`src/rtl/core/rgb_to_hsv_pixel_converter_defines.svh`:
```
// Assertion macros used by the divider of the RGB to HSV converter RTL.
`ifndef RGB_TO_HSV_PIXEL_CONVERTER_DEFINES_SVH
`define RGB_TO_HSV_PIXEL_CONVERTER_DEFINES_SVH
`ifndef NO_ASSERTIONS
// Checked on every rising edge of clk outside reset.
`define RHSV_ASSERT(lbl, prop, msg) \
    lbl: assert property (@(posedge clk) disable iff (!rst_n) prop) else $error(msg);
// Checked on every rising edge of clk, reset included.
`define RHSV_ASSERT_ALWAYS(lbl, prop, msg) \
    lbl: assert property (@(posedge clk) prop) else $error(msg);
`else
`define RHSV_ASSERT(lbl, prop, msg)
`define RHSV_ASSERT_ALWAYS(lbl, prop, msg)
`endif
`endif

```
`src/rtl/core/rhsv_pkg.sv`:
```
// Package with the shared constants of the RGB to HSV converter.
`timescale 1ns / 1ps
`default_nettype none
package rhsv_pkg;
    localparam int FRAC_BITS_DEF = 12;
    localparam int SECTOR_GREEN = 2;
    localparam int SECTOR_BLUE = 4;
    localparam int SECTORS = 6;
endpackage
`default_nettype wire

```
`src/rtl/core/rhsv_div_pipe.sv`:
```
// Two-lane pipelined restoring divider, one quotient bit per stage.
`timescale 1ns / 1ps
`default_nettype none
`include "rgb_to_hsv_pixel_converter_defines.svh"
module rhsv_div_pipe #(
    parameter int FRAC_BITS = rhsv_pkg::FRAC_BITS_DEF
) (
    input  wire logic                   clk,
    input  wire logic                   rst_n,
    input  wire logic                   in_valid,
    output logic                        in_ready,
    input  wire logic [FRAC_BITS+3:0]   hue_num,
    input  wire logic [FRAC_BITS+3:0]   hue_den,
    input  wire logic [FRAC_BITS:0]     sat_num,
    input  wire logic [FRAC_BITS:0]     sat_den,
    input  wire logic [FRAC_BITS:0]     bright_in,
    output logic                        out_valid,
    input  wire logic                   out_ready,
    output logic [FRAC_BITS-1:0]        hue,
    output logic [FRAC_BITS:0]          saturation,
    output logic [FRAC_BITS:0]          brightness
);
    import rhsv_pkg::*;

    localparam int IW  = FRAC_BITS + 1;
    localparam int HW  = FRAC_BITS + 4;
    localparam int NST = FRAC_BITS + 1;
    localparam int LST = NST - 1;

    logic          vld_reg [NST];
    logic          rdy     [NST];
    logic [HW:0]   hr_reg  [NST];
    logic [HW-1:0] hd_reg  [NST];
    logic [FRAC_BITS:0] hq_reg [NST];
    logic [IW:0]   sr_reg  [NST];
    logic [IW-1:0] sd_reg  [NST];
    logic [FRAC_BITS:0] sq_reg [NST];
    logic [IW-1:0] v_reg   [NST];

    genvar i;
    generate
        for (i = 0; i < NST; i++)
        begin : g_stage
            logic          prev_vld;
            logic          next_rdy;
            logic [HW:0]   h_src;
            logic [HW:0]   h_trial;
            logic [HW-1:0] h_den;
            logic [FRAC_BITS:0] h_qp;
            logic [IW:0]   s_src;
            logic [IW:0]   s_trial;
            logic [IW-1:0] s_den;
            logic [FRAC_BITS:0] s_qp;
            logic [IW-1:0] v_src;
            logic          h_ge;
            logic          s_ge;

            if (i == 0)
            begin : g_first
                assign prev_vld = in_valid;
                assign h_src    = {1'b0, hue_num};
                assign h_den    = hue_den;
                assign h_qp     = '0;
                assign s_src    = {1'b0, sat_num};
                assign s_den    = sat_den;
                assign s_qp     = '0;
                assign v_src    = bright_in;
                // The first stage tests the unshifted numerator for a whole quotient of one.
                assign h_trial  = h_src;
                assign s_trial  = s_src;
            end
            else
            begin : g_rest
                assign prev_vld = vld_reg[i-1];
                assign h_src    = hr_reg[i-1];
                assign h_den    = hd_reg[i-1];
                assign h_qp     = hq_reg[i-1];
                assign s_src    = sr_reg[i-1];
                assign s_den    = sd_reg[i-1];
                assign s_qp     = sq_reg[i-1];
                assign v_src    = v_reg[i-1];
                assign h_trial  = {h_src[HW-1:0], 1'b0};
                assign s_trial  = {s_src[IW-1:0], 1'b0};
            end

            if (i == LST)
            begin : g_last
                assign next_rdy = out_ready;
            end
            else
            begin : g_mid
                assign next_rdy = rdy[i+1];
            end

            assign rdy[i] = !vld_reg[i] || next_rdy;
            assign h_ge   = h_trial >= {1'b0, h_den};
            assign s_ge   = s_trial >= {1'b0, s_den};

            always_ff @(posedge clk or negedge rst_n)
            begin
                if (!rst_n)
                begin
                    vld_reg[i] <= 1'b0;
                end
                else if (rdy[i])
                begin
                    vld_reg[i] <= prev_vld;
                end
            end

            always_ff @(posedge clk)
            begin
                if (rdy[i] && prev_vld)
                begin
                    hr_reg[i] <= h_ge ? (h_trial - {1'b0, h_den}) : h_trial;
                    hd_reg[i] <= h_den;
                    hq_reg[i] <= {h_qp[FRAC_BITS-1:0], h_ge};
                    sr_reg[i] <= s_ge ? (s_trial - {1'b0, s_den}) : s_trial;
                    sd_reg[i] <= s_den;
                    sq_reg[i] <= {s_qp[FRAC_BITS-1:0], s_ge};
                    v_reg[i]  <= v_src;
                end
            end
        end
    endgenerate

    assign in_ready   = rdy[0];
    assign out_valid  = vld_reg[LST];
    assign hue        = hq_reg[LST][FRAC_BITS-1:0];
    assign saturation = sq_reg[LST];
    assign brightness = v_reg[LST];

    `RHSV_ASSERT(a_hold, vld_reg[LST] && !out_ready |=> vld_reg[LST], "stalled result dropped")
    `RHSV_ASSERT(a_hue_rng, vld_reg[LST] |-> !hq_reg[LST][FRAC_BITS], "hue quotient reached one")
    `RHSV_ASSERT(a_sat_rng, vld_reg[LST] |-> (sq_reg[LST] <= (1 << FRAC_BITS)), "saturation above one")
    `RHSV_ASSERT(a_enter, in_valid && in_ready |=> vld_reg[0], "accepted beat not captured")
endmodule
`default_nettype wire

```
`src/rtl/core/rgb_to_hsv_pixel_converter.sv`:
```
// Top level of the RGB to HSV pixel converter.
`timescale 1ns / 1ps
`default_nettype none
// Converts one RGB pixel per clock into hue, saturation and brightness. A beat
// enters every cycle unless back-pressure reaches the input stage. Each result
// passes through one register stage for max, min and sector selection followed
// by a divider that resolves one quotient bit per stage for hue and saturation
// side by side. Every stage holds its beat under back-pressure while empty
// stages upstream keep filling. Ties for the maximum favour blue, then green.
module rgb_to_hsv_pixel_converter #(
    parameter int FRAC_BITS = rhsv_pkg::FRAC_BITS_DEF
) (
    input  wire logic clk,
    input  wire logic rst_n,
    input  wire logic s_axis_tvalid,
    output logic      s_axis_tready,
    // red, green, blue (FRAC_BITS+1 bits each), zero padding
    input  wire logic [((3*(FRAC_BITS+1)+7)/8)*8-1:0] s_axis_tdata,
    output logic      m_axis_tvalid,
    input  wire logic m_axis_tready,
    // hue (FRAC_BITS bits), saturation, brightness (FRAC_BITS+1 bits each), zero padding
    output logic [((3*FRAC_BITS+2+7)/8)*8-1:0] m_axis_tdata
);
    import rhsv_pkg::*;

    localparam int IW   = FRAC_BITS + 1;
    localparam int HW   = FRAC_BITS + 4;
    localparam int OW   = 3 * FRAC_BITS + 2;
    localparam int OTDW = ((OW + 7) / 8) * 8;

    logic [IW-1:0] red, green, blue;
    logic [IW-1:0] vmax, vmin, chroma;
    logic [HW-1:0] c_ext, c6, t_val;
    logic [HW-1:0] hn_next, hd_next;
    logic [IW-1:0] sd_next;

    logic          f_vld_reg;
    logic [HW-1:0] hn_reg, hd_reg;
    logic [IW-1:0] sn_reg, sd_reg, v_reg;
    logic          f_rdy, div_rdy;

    logic [FRAC_BITS-1:0] hue;
    logic [IW-1:0]        saturation, brightness;

    assign red   = s_axis_tdata[IW-1:0];
    assign green = s_axis_tdata[2*IW-1:IW];
    assign blue  = s_axis_tdata[3*IW-1:2*IW];

    always_comb
    begin
        vmax = red;
        if (green > vmax) vmax = green;
        if (blue > vmax) vmax = blue;
        vmin = red;
        if (green < vmin) vmin = green;
        if (blue < vmin) vmin = blue;
        chroma = vmax - vmin;
        c_ext  = {3'b000, chroma};
        c6     = HW'(c_ext * SECTORS);
        // Sums are taken modulo the lane width; the true value always lies in [0, 6C).
        if (vmax == blue)
        begin
            t_val = {3'b000, red} - {3'b000, green} + HW'(c_ext * SECTOR_BLUE);
        end
        else if (vmax == green)
        begin
            t_val = {3'b000, blue} - {3'b000, red} + HW'(c_ext * SECTOR_GREEN);
        end
        else if (green < blue)
        begin
            t_val = {3'b000, green} + c6 - {3'b000, blue};
        end
        else
        begin
            t_val = {3'b000, green} - {3'b000, blue};
        end
        // A gray or black pixel divides zero by one so the quotient comes out zero.
        if (chroma == '0)
        begin
            hn_next = '0;
            hd_next = HW'(1);
        end
        else
        begin
            hn_next = t_val;
            hd_next = c6;
        end
        sd_next = (vmax == '0) ? IW'(1) : vmax;
    end

    assign f_rdy         = !f_vld_reg || div_rdy;
    assign s_axis_tready = f_rdy;

    always_ff @(posedge clk or negedge rst_n)
    begin
        if (!rst_n)
        begin
            f_vld_reg <= 1'b0;
        end
        else if (f_rdy)
        begin
            f_vld_reg <= s_axis_tvalid;
        end
    end

    always_ff @(posedge clk)
    begin
        if (f_rdy && s_axis_tvalid)
        begin
            hn_reg <= hn_next;
            hd_reg <= hd_next;
            sn_reg <= chroma;
            sd_reg <= sd_next;
            v_reg  <= vmax;
        end
    end

    rhsv_div_pipe #(
        .FRAC_BITS(FRAC_BITS)
    ) u_div (
        .clk        (clk),
        .rst_n      (rst_n),
        .in_valid   (f_vld_reg),
        .in_ready   (div_rdy),
        .hue_num    (hn_reg),
        .hue_den    (hd_reg),
        .sat_num    (sn_reg),
        .sat_den    (sd_reg),
        .bright_in  (v_reg),
        .out_valid  (m_axis_tvalid),
        .out_ready  (m_axis_tready),
        .hue        (hue),
        .saturation (saturation),
        .brightness (brightness)
    );

    assign m_axis_tdata = OTDW'({brightness, saturation, hue});
endmodule
`default_nettype wire

```
`config.mk`:
```
export PLATFORM = sky130hd
export DESIGN_NAME = rgb_to_hsv_pixel_converter
export DESIGN_NICKNAME = d
export VERILOG_FILES = /design/src/rtl/core/rhsv_pkg.sv /design/src/rtl/core/rhsv_div_pipe.sv /design/src/rtl/core/rgb_to_hsv_pixel_converter.sv
export VERILOG_INCLUDE_DIRS = /design/src /design/src/rtl/core
export SDC_FILE = /design/constraint.sdc
export NUM_CORES = 2
export LEC_CHECK = 0
export BUFFER_PORTS_ARGS = -buffer_cell sky130_fd_sc_hd__buf_2
export CAP_MARGIN = 5
export CORE_MARGIN = 2
export CORE_UTILIZATION = 45
export DETAILED_ROUTE_END_ITERATION = 6
export PLACE_DENSITY = 0.66
export SYNTH_ARGS = -nofsm -noshare
export SYNTH_HDL_FRONTEND = slang
export SYNTH_SLANG_ARGS = --single-unit
```
`constraint.sdc`:
```
create_clock -name clk -period 6.6 [get_ports clk]
set_input_delay 0.99 -clock clk [delete_from_list [all_inputs] [get_ports clk]]
set_output_delay 0.99 -clock clk [all_outputs]
set_load 0.1 [all_outputs]
```
Word level (Yosys, flattened, before mapping)
Memory sizes are Yosys's and may differ from the RTL's.
Index checks and enable logic that the tools add are counted.
{"block": "word_totals", "ramBits": 1287, "mem_count": 7, "word_cells": 199, "input_bits": 44, "output_inout_bits": 42, "ff_bits": 85}
{"name": "u_div.hr_reg", "depth": 13, "word_bits": 17, "rd": 12, "rd_ports_with_merged_regs": 0, "write_ports": 13, "line_no": "rhsv_div_pipe.sv:32", "rtl": "logic [HW:0] hr_reg [NST];"}
{"name": "u_div.hd_reg", "depth": 13, "word_bits": 16, "rd": 12, "rd_ports_with_merged_regs": 0, "write_ports": 13, "line_no": "rhsv_div_pipe.sv:33", "rtl": "logic [HW-1:0] hd_reg [NST];"}
{"name": "u_div.sr_reg", "depth": 13, "word_bits": 14, "rd": 12, "rd_ports_with_merged_regs": 0, "write_ports": 13, "line_no": "rhsv_div_pipe.sv:35", "rtl": "logic [IW:0] sr_reg [NST];"}
{"name": "u_div.hq_reg", "depth": 13, "word_bits": 13, "rd": 13, "rd_ports_with_merged_regs": 0, "write_ports": 13, "line_no": "rhsv_div_pipe.sv:34", "rtl": "logic [FRAC_BITS:0] hq_reg [NST];"}
{"name": "u_div.sd_reg", "depth": 13, "word_bits": 13, "rd": 12, "rd_ports_with_merged_regs": 0, "write_ports": 13, "line_no": "rhsv_div_pipe.sv:36", "rtl": "logic [IW-1:0] sd_reg [NST];"}
{"name": "u_div.sq_reg", "depth": 13, "word_bits": 13, "rd": 13, "rd_ports_with_merged_regs": 0, "write_ports": 13, "line_no": "rhsv_div_pipe.sv:37", "rtl": "logic [FRAC_BITS:0] sq_reg [NST];"}
{"name": "1 more memories"}
{"block": "classes", "n_mul": 1, "n_addsub": 34, "mux": 60, "n_eq_ne": 2, "reduce_logical": 44, "n_lt_le_gt_ge": 31}
{"operator": "2-to-1 mux 17 bit", "count": 13}
{"operator": "greater-or-equal comparator 17 x 16 -> 1 bit", "count": 12}
{"operator": "subtractor 17 x 16 -> 17 bit", "count": 12}
{"operator": "2-to-1 mux 14 bit", "count": 13}
{"operator": "greater-or-equal comparator 14 x 13 -> 1 bit", "count": 12}
{"operator": "subtractor 14 x 13 -> 14 bit", "count": 12}
{"operator": "subtractor 13 x 13 -> 14 bit", "count": 4}
{"operator": "2-to-1 mux 13 bit", "count": 4}
{"operator": "2-to-1 mux 16 bit", "count": 3}
{"operator": "less-than comparator 13 bit", "count": 3}
{"operator": "2-to-1 mux 1 bit", "count": 27}
{"operator": "equality test 13 bit", "count": 2}
{"operator": "> comparator 13 bit", "count": 2}
{"operator": "logical NOT 13 bit", "count": 2}
{"operator": "subtractor 16 x 16 -> 17 bit", "count": 1}
{"operator": "adder 13 x 16 -> 16 bit", "count": 1}
{"operator": "adder 14 x 15 -> 16 bit", "count": 1}
{"operator": "adder 16 x 15 -> 16 bit", "count": 1}
{"operator": "greater-or-equal comparator 16 bit", "count": 1}
{"operator": "subtractor 16 x 13 -> 16 bit", "count": 1}
{"operator": "multiplier 13 x 2 -> 15 bit (second input constant)", "count": 1}
{"operator": "logical AND 1 bit", "count": 14}
{"operator": "logical NOT 1 bit", "count": 14}
{"operator": "logical OR 1 bit", "count": 14}
{"operator": "other kinds (2)", "count": 2}

Depth between registers and ports, before layout
{"block": "logic_depth", "ltp_word": 17, "depth_mapped": 56}

Modules after synthesis
A second synthesis with hierarchy kept.
{"block": "hier_totals", "hier_cells": 5287, "hier_area_um2": 62951.6}
{"mod": "rhsv_div_pipe", "cells_per_inst": 4197, "n_inst": 1, "area_each_um2": 53618.9, "seq_area_each_um2": 31375.1}
{"mod": "rgb_to_hsv_pixel_converter", "cells_per_inst": 1090, "n_inst": 1, "area_each_um2": 9332.7, "seq_area_each_um2": 2157.1}

Worst setup path after synthesis
Ideal clock, no wire load.
{"block": "synth_path", "path_kind": "in2reg", "from": "in s_axis_tdata[16]", "to": "reg hn_reg[15], data pin", "cell_stages": 51, "arrival_time_ns": 10.417, "setup_ns": 0.130, "t_required_ns": 6.470, "slack_ns": -3.947, "cell_sequence": "clkbuf_1 > inv_1 > ha_1 > and3_1 > o21a_1 > o21ai_2 > nand2_1 > buf_2 > nand2_1 > buf_1 > clkbuf_1 > a21oi_1 > ha_1 > a21o_1 > a21o_1 > a21oi_1 > nor2_1 > a311oi_2 > [15 not listed] > o21bai_1 > a21oi_1 > nor2b_1 > o21a_1 > nor3_1 > a21oi_1 > xnor2_1 > fa_1 > inv_1 > ha_1 > a21boi_0 > o21ai_0 > nand2b_1 > a31o_2 > a211o_1 > a311o_1 > o31ai_1 > o211a_1"}
{"block": "synth_via", "elab_chain_len": 11, "word_cells_on_any_way": 23, "classes_between": "add/sub (7); mul (1); order compare (5); eq/ne (2); mux (7); reduce/logical (1)"}
{"item": "start, declared", "line_no": "rgb_to_hsv_pixel_converter.sv:18", "rtl": "input wire logic [((3*(FRAC_BITS+1)+7)/8)*8-1:0] s_axis_tdata,"}
{"item": "> comparator 13 bit / less-than comparator 13 bit (equally long branches)", "line_no": "rgb_to_hsv_pixel_converter.sv:52, rgb_to_hsv_pixel_converter.sv:55"}
{"item": "2-to-1 mux 13 bit (on tied branches)", "line_no": "rgb_to_hsv_pixel_converter.sv:52, rgb_to_hsv_pixel_converter.sv:55"}
{"item": "> comparator 13 bit / less-than comparator 13 bit (equally long branches)", "line_no": "rgb_to_hsv_pixel_converter.sv:53, rgb_to_hsv_pixel_converter.sv:56"}
{"item": "2-to-1 mux 13 bit (on tied branches)", "line_no": "rgb_to_hsv_pixel_converter.sv:53, rgb_to_hsv_pixel_converter.sv:56"}
{"item": "subtractor 13 bit (*)", "line_no": "rgb_to_hsv_pixel_converter.sv:57", "rtl": "chroma = vmax - vmin;"}
{"item": "named net chroma[2]", "line_no": "rgb_to_hsv_pixel_converter.sv:32", "rtl": "logic [IW-1:0] vmax, vmin, chroma;"}
{"item": "multiplier 13 x 2 -> 15 bit", "line_no": "rgb_to_hsv_pixel_converter.sv:59", "rtl": "c6 = HW'(c_ext * SECTORS);"}
{"item": "adder 13 x 16 -> 16 bit", "line_no": "rgb_to_hsv_pixel_converter.sv:71", "rtl": "t_val = {3'b000, green} + c6 - {3'b000, blue};"}
{"item": "subtractor 16 x 13 -> 16 bit", "line_no": "rgb_to_hsv_pixel_converter.sv:71"}
{"item": "2-to-1 mux 16 bit", "line_no": "rgb_to_hsv_pixel_converter.sv:69", "rtl": "else if (green < blue)"}
{"item": "2-to-1 mux 16 bit", "line_no": "rgb_to_hsv_pixel_converter.sv:65", "rtl": "else if (vmax == green)"}
{"item": "2-to-1 mux 16 bit", "line_no": "rgb_to_hsv_pixel_converter.sv:61", "rtl": "if (vmax == blue)"}
{"item": "end signal, assigned", "line_no": "rgb_to_hsv_pixel_converter.sv:110", "rtl": "hn_reg <= hn_next;"}
{"item": "end, declared", "line_no": "rgb_to_hsv_pixel_converter.sv:38", "rtl": "logic [HW-1:0] hn_reg, hd_reg;"}
Mark *: on every way through the listed nets, which the timed path passes. The rest lies on a longest branch.
A chain may end at the register's enable or synchronous reset.

Worst setup path in the final report
{"block": "layout_path", "from": "in s_axis_tdata[24]", "to": "reg hn_reg[15], data pin"}
The elaborated chain is that of the path after synthesis.

==> insert_results.sql <==
INSERT INTO impl_metrics (metric_group, metric, value, unit) VALUES
('outcome', 'run_status', 'complete, but fails checks', ''),
('outcome', 'failed_checks', 'setup timing', ''),
('setup_path', 'crit_slowest_cell', 'sky130_fd_sc_hd__fa_1', ''),
('synth', 'syn-instance-count', '5175', ''),
('timing', 'maxSlewViolCount', '0', ''),
('final_layout', 'multi_input_area', '0.0250', 'mm²'),
('setup_path', 'cp-start-kind', 'input pin', ''),
('floorplanning', 'placementRows', '133', ''),
('grt', 'wire_length_of_the_first_global_routing_pass', '207000', 'µm'),
('timing', 'highest_attainable_clock_frequency', '114', 'MHz'),
('final_layout', 'sequential_cell_area', '0.0335', 'mm²'),
('route', 'wirelength', '129000', 'µm'),
('setup_path', 'path_max_fanout', '7', ''),
('clock_network', 'tritoncts', 'done', ''),
('grt', 'grt_max_degree', '87', ''),
('clock_network', 'numClockSinks', '1119', ''),
('floorplanning', 'initial_utilization', '0.455', ''),
('setup_path', 'reg2regPathDepth', '19', ''),
('floorplanning', 'floorplan.io_pins', '86', ''),
('synth', 'synth_seq_cells', '1119', ''),
('placement', 'preCtsSetupSlack', '-3370', 'ps'),
('timing', 'timing.clock.skew', '26.3', 'ps'),
('route', 'drt-initial-drc-count', '2208', ''),
('timing', 'setup-violations-final', '32', ''),
('clock_network', 'numCtsBuffers', '111', ''),
('grt', 'via_count_of_the_first_global_routing_pass', '39700', ''),
('timing', 'setup_repair_after_global_routing_missed_its_margin', 'yes', ''),
('timing', 'min_period', '8810', 'ps'),
('floorplanning', 'floorplan.die.height', '369', 'µm'),
('setup_path', 'crit_arrival', '9400', 'ps'),
('clock_network', 'path_clk_slew', '60', 'ps'),
('synth', 'synthDistinctLibCells', '80', ''),
('placement', 'gpl.final_weighted_congestion', '0.959', ''),
('synth', 'synth-edff-count', '1105', ''),
('flow_run', 'max_cap_viol_count', '0', ''),
('timing', 'fin_crit_sh', '1.33', ''),
('route', 'antenna_left', '0', ''),
('setup_path', 'worstSetupEndpointType', 'flip-flop', ''),
('setup_path', 'cp_num_cells', '48', ''),
('setup_path', 'critical_path_class', 'in -> reg', ''),
('clock_network', 'clockRootBuffer', 'sky130_fd_sc_hd__clkbuf_16', ''),
('final_layout', 'final.fill_count', '11100', ''),
('setup_path', 'worst-path-buf-inv', '7', ''),
('final_layout', 'finalNonFillerCells', '7631', ''),
('final_layout', 'layout_overhead_on_the_synthesized_area', '19.3', '%'),
('clock_network', 'clk-insertion-delay-late', '720', 'ps'),
('final_layout', 'nNetsFinal', '6370', ''),
('route', 'wl_per_cell', '17.0', 'µm'),
('synth', 'postSynth.asyncResetShare', '0.0125', ''),
('floorplanning', 'horizontal_extent_of_the_die', '369', 'µm'),
('synth', 'syn-mean-instance-area', '11.6', 'µm²'),
('grt', 'grt_antenna_before_repair', '0', ''),
('synth', 'synth_ff_type', 'sky130_fd_sc_hd__edfxtp_1', ''),
('setup_path', 'critical_path_required', '7190', 'ps'),
('setup_path', 'rrSetupSlack', '1380', 'ps'),
('final_layout', 'final_cell_area', '0.0716', 'mm²'),
('route', 'route.detailed.drc', '0', ''),
('placement', 'dp.final_hpwl', '98600', 'µm'),
('placement', 'i_o_buffers', '82', ''),
('grt', 'grt.total_usage', '0.191', ''),
('grt', 'grt_overflow', '0', ''),
('synth', 'register_area_share_after_synthesis', '0.559', ''),
('synth', 'ys_warn_count', '0', ''),
('timing', 'timing.slew.headroom', '0.267', ''),
('floorplanning', 'fp.dieArea', '0.136', 'mm²'),
('placement', 'place.detailed.instances', '7333', ''),
('timing', 'worst-slew-pin-transition', '1100', 'ps'),
('route', 'vias_per_cell', '5.10', ''),
('clock_network', 'htree_num_levels', '3', ''),
('synth', 'mappedNetlistArea', '0.0600', 'mm²'),
('worst_hold_path', 'hold_class', 'in -> async', ''),
('placement', 'place_area', '0.0657', 'mm²'),
('final_layout', 'layout-drive-gt1-share', '0.178', ''),
('timing', 'setup_ws', '-2210', 'ps'),
('timing', 'hold_viol_final', '0', ''),
('setup_path', 'slowest_delay', '550', 'ps'),
('clock_network', 'cts-root-to-sink-buffers', '3', ''),
('route', 'vias', '38900', ''),
('route', 'detailedRoute.firstPassIterationCount', '7', ''),
('setup_path', 'path_delay_family', 'compound AO/OA/AOI/OAI gates', ''),
('floorplanning', 'core_area', '0.132', 'mm²');
-- metrics by stage --
step           TNS (ps)  hold slack [ps]   util
5_1_grt          -31240              155  0.543
3_3_place_gp     -57090              401  0.499
6_report         -21690              166  0.543
4_1_cts          -16570              115  0.538
3_5_place_dp     -59470              405  0.499
2_1_floorplan    -34230              400      -
-- synth_stat cells, types with 55 or more instances --
master	number	share of area
sky130_fd_sc_hd__a21boi_0	64	0.0080
sky130_fd_sc_hd__a21o_1	131	0.016
sky130_fd_sc_hd__a21oi_1	428	0.036
sky130_fd_sc_hd__and2_1	56	0.0058
sky130_fd_sc_hd__clkbuf_1	59	0.0037
sky130_fd_sc_hd__edfxtp_1	1105	0.55
sky130_fd_sc_hd__ha_1	505	0.11
sky130_fd_sc_hd__inv_1	702	0.044
sky130_fd_sc_hd__mux2_2	55	0.010
sky130_fd_sc_hd__nand2_1	313	0.020
sky130_fd_sc_hd__nand2b_1	107	0.011
sky130_fd_sc_hd__nand3_1	62	0.0052
sky130_fd_sc_hd__nand4_1	70	0.0073
sky130_fd_sc_hd__nor2_1	357	0.022
sky130_fd_sc_hd__nor2b_1	88	0.0092
sky130_fd_sc_hd__o21ai_0	342	0.029
sky130_fd_sc_hd__xnor2_1	253	0.037
sky130_fd_sc_hd__xor2_1	92	0.013
-- layout by cell type (no fill, tap or decap), types with 16 or more instances in the layout --
cell	synthesis	routed
sky130_fd_sc_hd__a21o_1	131	131
sky130_fd_sc_hd__xor2_1	92	81
sky130_fd_sc_hd__nor2b_1	88	84
sky130_fd_sc_hd__o21bai_1	34	32
sky130_fd_sc_hd__nor4_1	18	17
sky130_fd_sc_hd__nand4_1	70	70
sky130_fd_sc_hd__ha_1	505	477
sky130_fd_sc_hd__o21ai_0	342	317
sky130_fd_sc_hd__xnor2_1	253	239
sky130_fd_sc_hd__nor3_1	29	23
sky130_fd_sc_hd__inv_1	702	679
sky130_fd_sc_hd__clkinv_1	1	26
sky130_fd_sc_hd__edfxtp_1	1105	1105
sky130_fd_sc_hd__nand2b_1	107	106
sky130_fd_sc_hd__o21a_1	22	21
sky130_fd_sc_hd__nor2_1	357	337
sky130_fd_sc_hd__a21oi_2	0	30
sky130_fd_sc_hd__mux2i_1	35	31
sky130_fd_sc_hd__buf_6	4	47
sky130_fd_sc_hd__a211oi_2	1	20
sky130_fd_sc_hd__nand3_1	62	60
sky130_fd_sc_hd__a21boi_0	64	60
sky130_fd_sc_hd__o31ai_1	29	28
sky130_fd_sc_hd__fa_1	44	41
sky130_fd_sc_hd__clkinv_2	0	20
sky130_fd_sc_hd__clkbuf_16	0	112
sky130_fd_sc_hd__mux2_2	55	55
sky130_fd_sc_hd__inv_2	1	19
sky130_fd_sc_hd__ha_4	0	25
sky130_fd_sc_hd__buf_4	2	419
sky130_fd_sc_hd__buf_2	6	79
sky130_fd_sc_hd__clkbuf_1	59	16
sky130_fd_sc_hd__nand2_1	313	305
sky130_fd_sc_hd__and2_1	56	47
sky130_fd_sc_hd__a21oi_1	428	386
-- layer usage --
metal,track usage,vias up,part of all wire
li1,-,19500,-
met1,0.229,18500,0.42
met2,0.350,660,0.51
met3,0.0219,238,0.037
met4,0.0699,0,0.034
met5,0,-,0
-- worst register-to-register path: stages, from the launching register on --
cell and delay (ps):
sky130_fd_sc_hd__edfxtp_1 430, sky130_fd_sc_hd__inv_1 70, sky130_fd_sc_hd__ha_1 310, sky130_fd_sc_hd__nor2b_1 130, sky130_fd_sc_hd__o21ai_0 200, sky130_fd_sc_hd__a21oi_1 110
sky130_fd_sc_hd__o21ai_0 260, sky130_fd_sc_hd__a21oi_1 130, sky130_fd_sc_hd__o21ai_0 240, sky130_fd_sc_hd__a21oi_1 130, sky130_fd_sc_hd__o21ai_0 250, sky130_fd_sc_hd__a21oi_1 140
sky130_fd_sc_hd__o21ai_0 240, sky130_fd_sc_hd__a21oi_1 130, sky130_fd_sc_hd__o21ai_0 270, sky130_fd_sc_hd__a21oi_1 130, sky130_fd_sc_hd__o21ai_0 270, sky130_fd_sc_hd__a21boi_0 160
sky130_fd_sc_hd__or4_1 900, sky130_fd_sc_hd__mux2_2 480
-- cell families after synthesis --
| logic type | count (synthesis) | share of synthesized area |
|---|---|---|
| other cells | 1 | 0.0000625 |
| buf+inv | 779 | 0.0495 |
| xor+xnor | 345 | 0.0504 |
| mux | 91 | 0.0165 |
| compound gates | 1158 | 0.115 |
| fa+ha+maj | 549 | 0.120 |
| flops | 1119 | 0.559 |
| simple gates | 1133 | 0.0890 |
-- worst paths after layout --
kind,endpoint,from
worst min-delay path,u_div.out_valid$_DFFE_PN0P_,rst_n
min in group clk,u_div.sq_reg[2][7]$_DFFE_PP_,u_div.sq_reg[1][45]$_DFFE_PP_
max in group asynchronous,u_div.g_stage[12].prev_vld$_DFFE_PN0P_,rst_n
worst max-delay path,hn_reg[15]$_SDFFCE_PP0P_,s_axis_tdata[24]
worst max register to register,u_div.hr_reg[0][23]$_DFFE_PP_,u_div.hd_reg[0][1]$_DFFE_PP_
worst min register to register,u_div.sq_reg[2][7]$_DFFE_PP_,u_div.sq_reg[1][45]$_DFFE_PP_
-- cell type report --
| class | count | area share |
|---|---|---|
| Sequential cell | 1119 | 0.469 |
| Antenna cell | 1 | 0.0000350 |
| Timing Repair Buffer | 563 | 0.0623 |
| Inverter | 704 | 0.0371 |
| Tap cell | 1755 | 0.0307 |
| Clock inverter | 84 | 0.0121 |
| Clock buffer | 127 | 0.0397 |
| Multi-Input combinational cell | 3278 | 0.349 |
-- what timing repair did --
action	4_1_cts	5_1_grt
gates resized for setup	191	92
gates cloned	5	1
pin swaps	88	69
buffers inserted	99	15
endpoints found under the setup margin	32	32
hold buffers	0	0
Power is not shown: default switching activity piles up to over one toggle a cycle in this logic, so the estimate is an artifact.
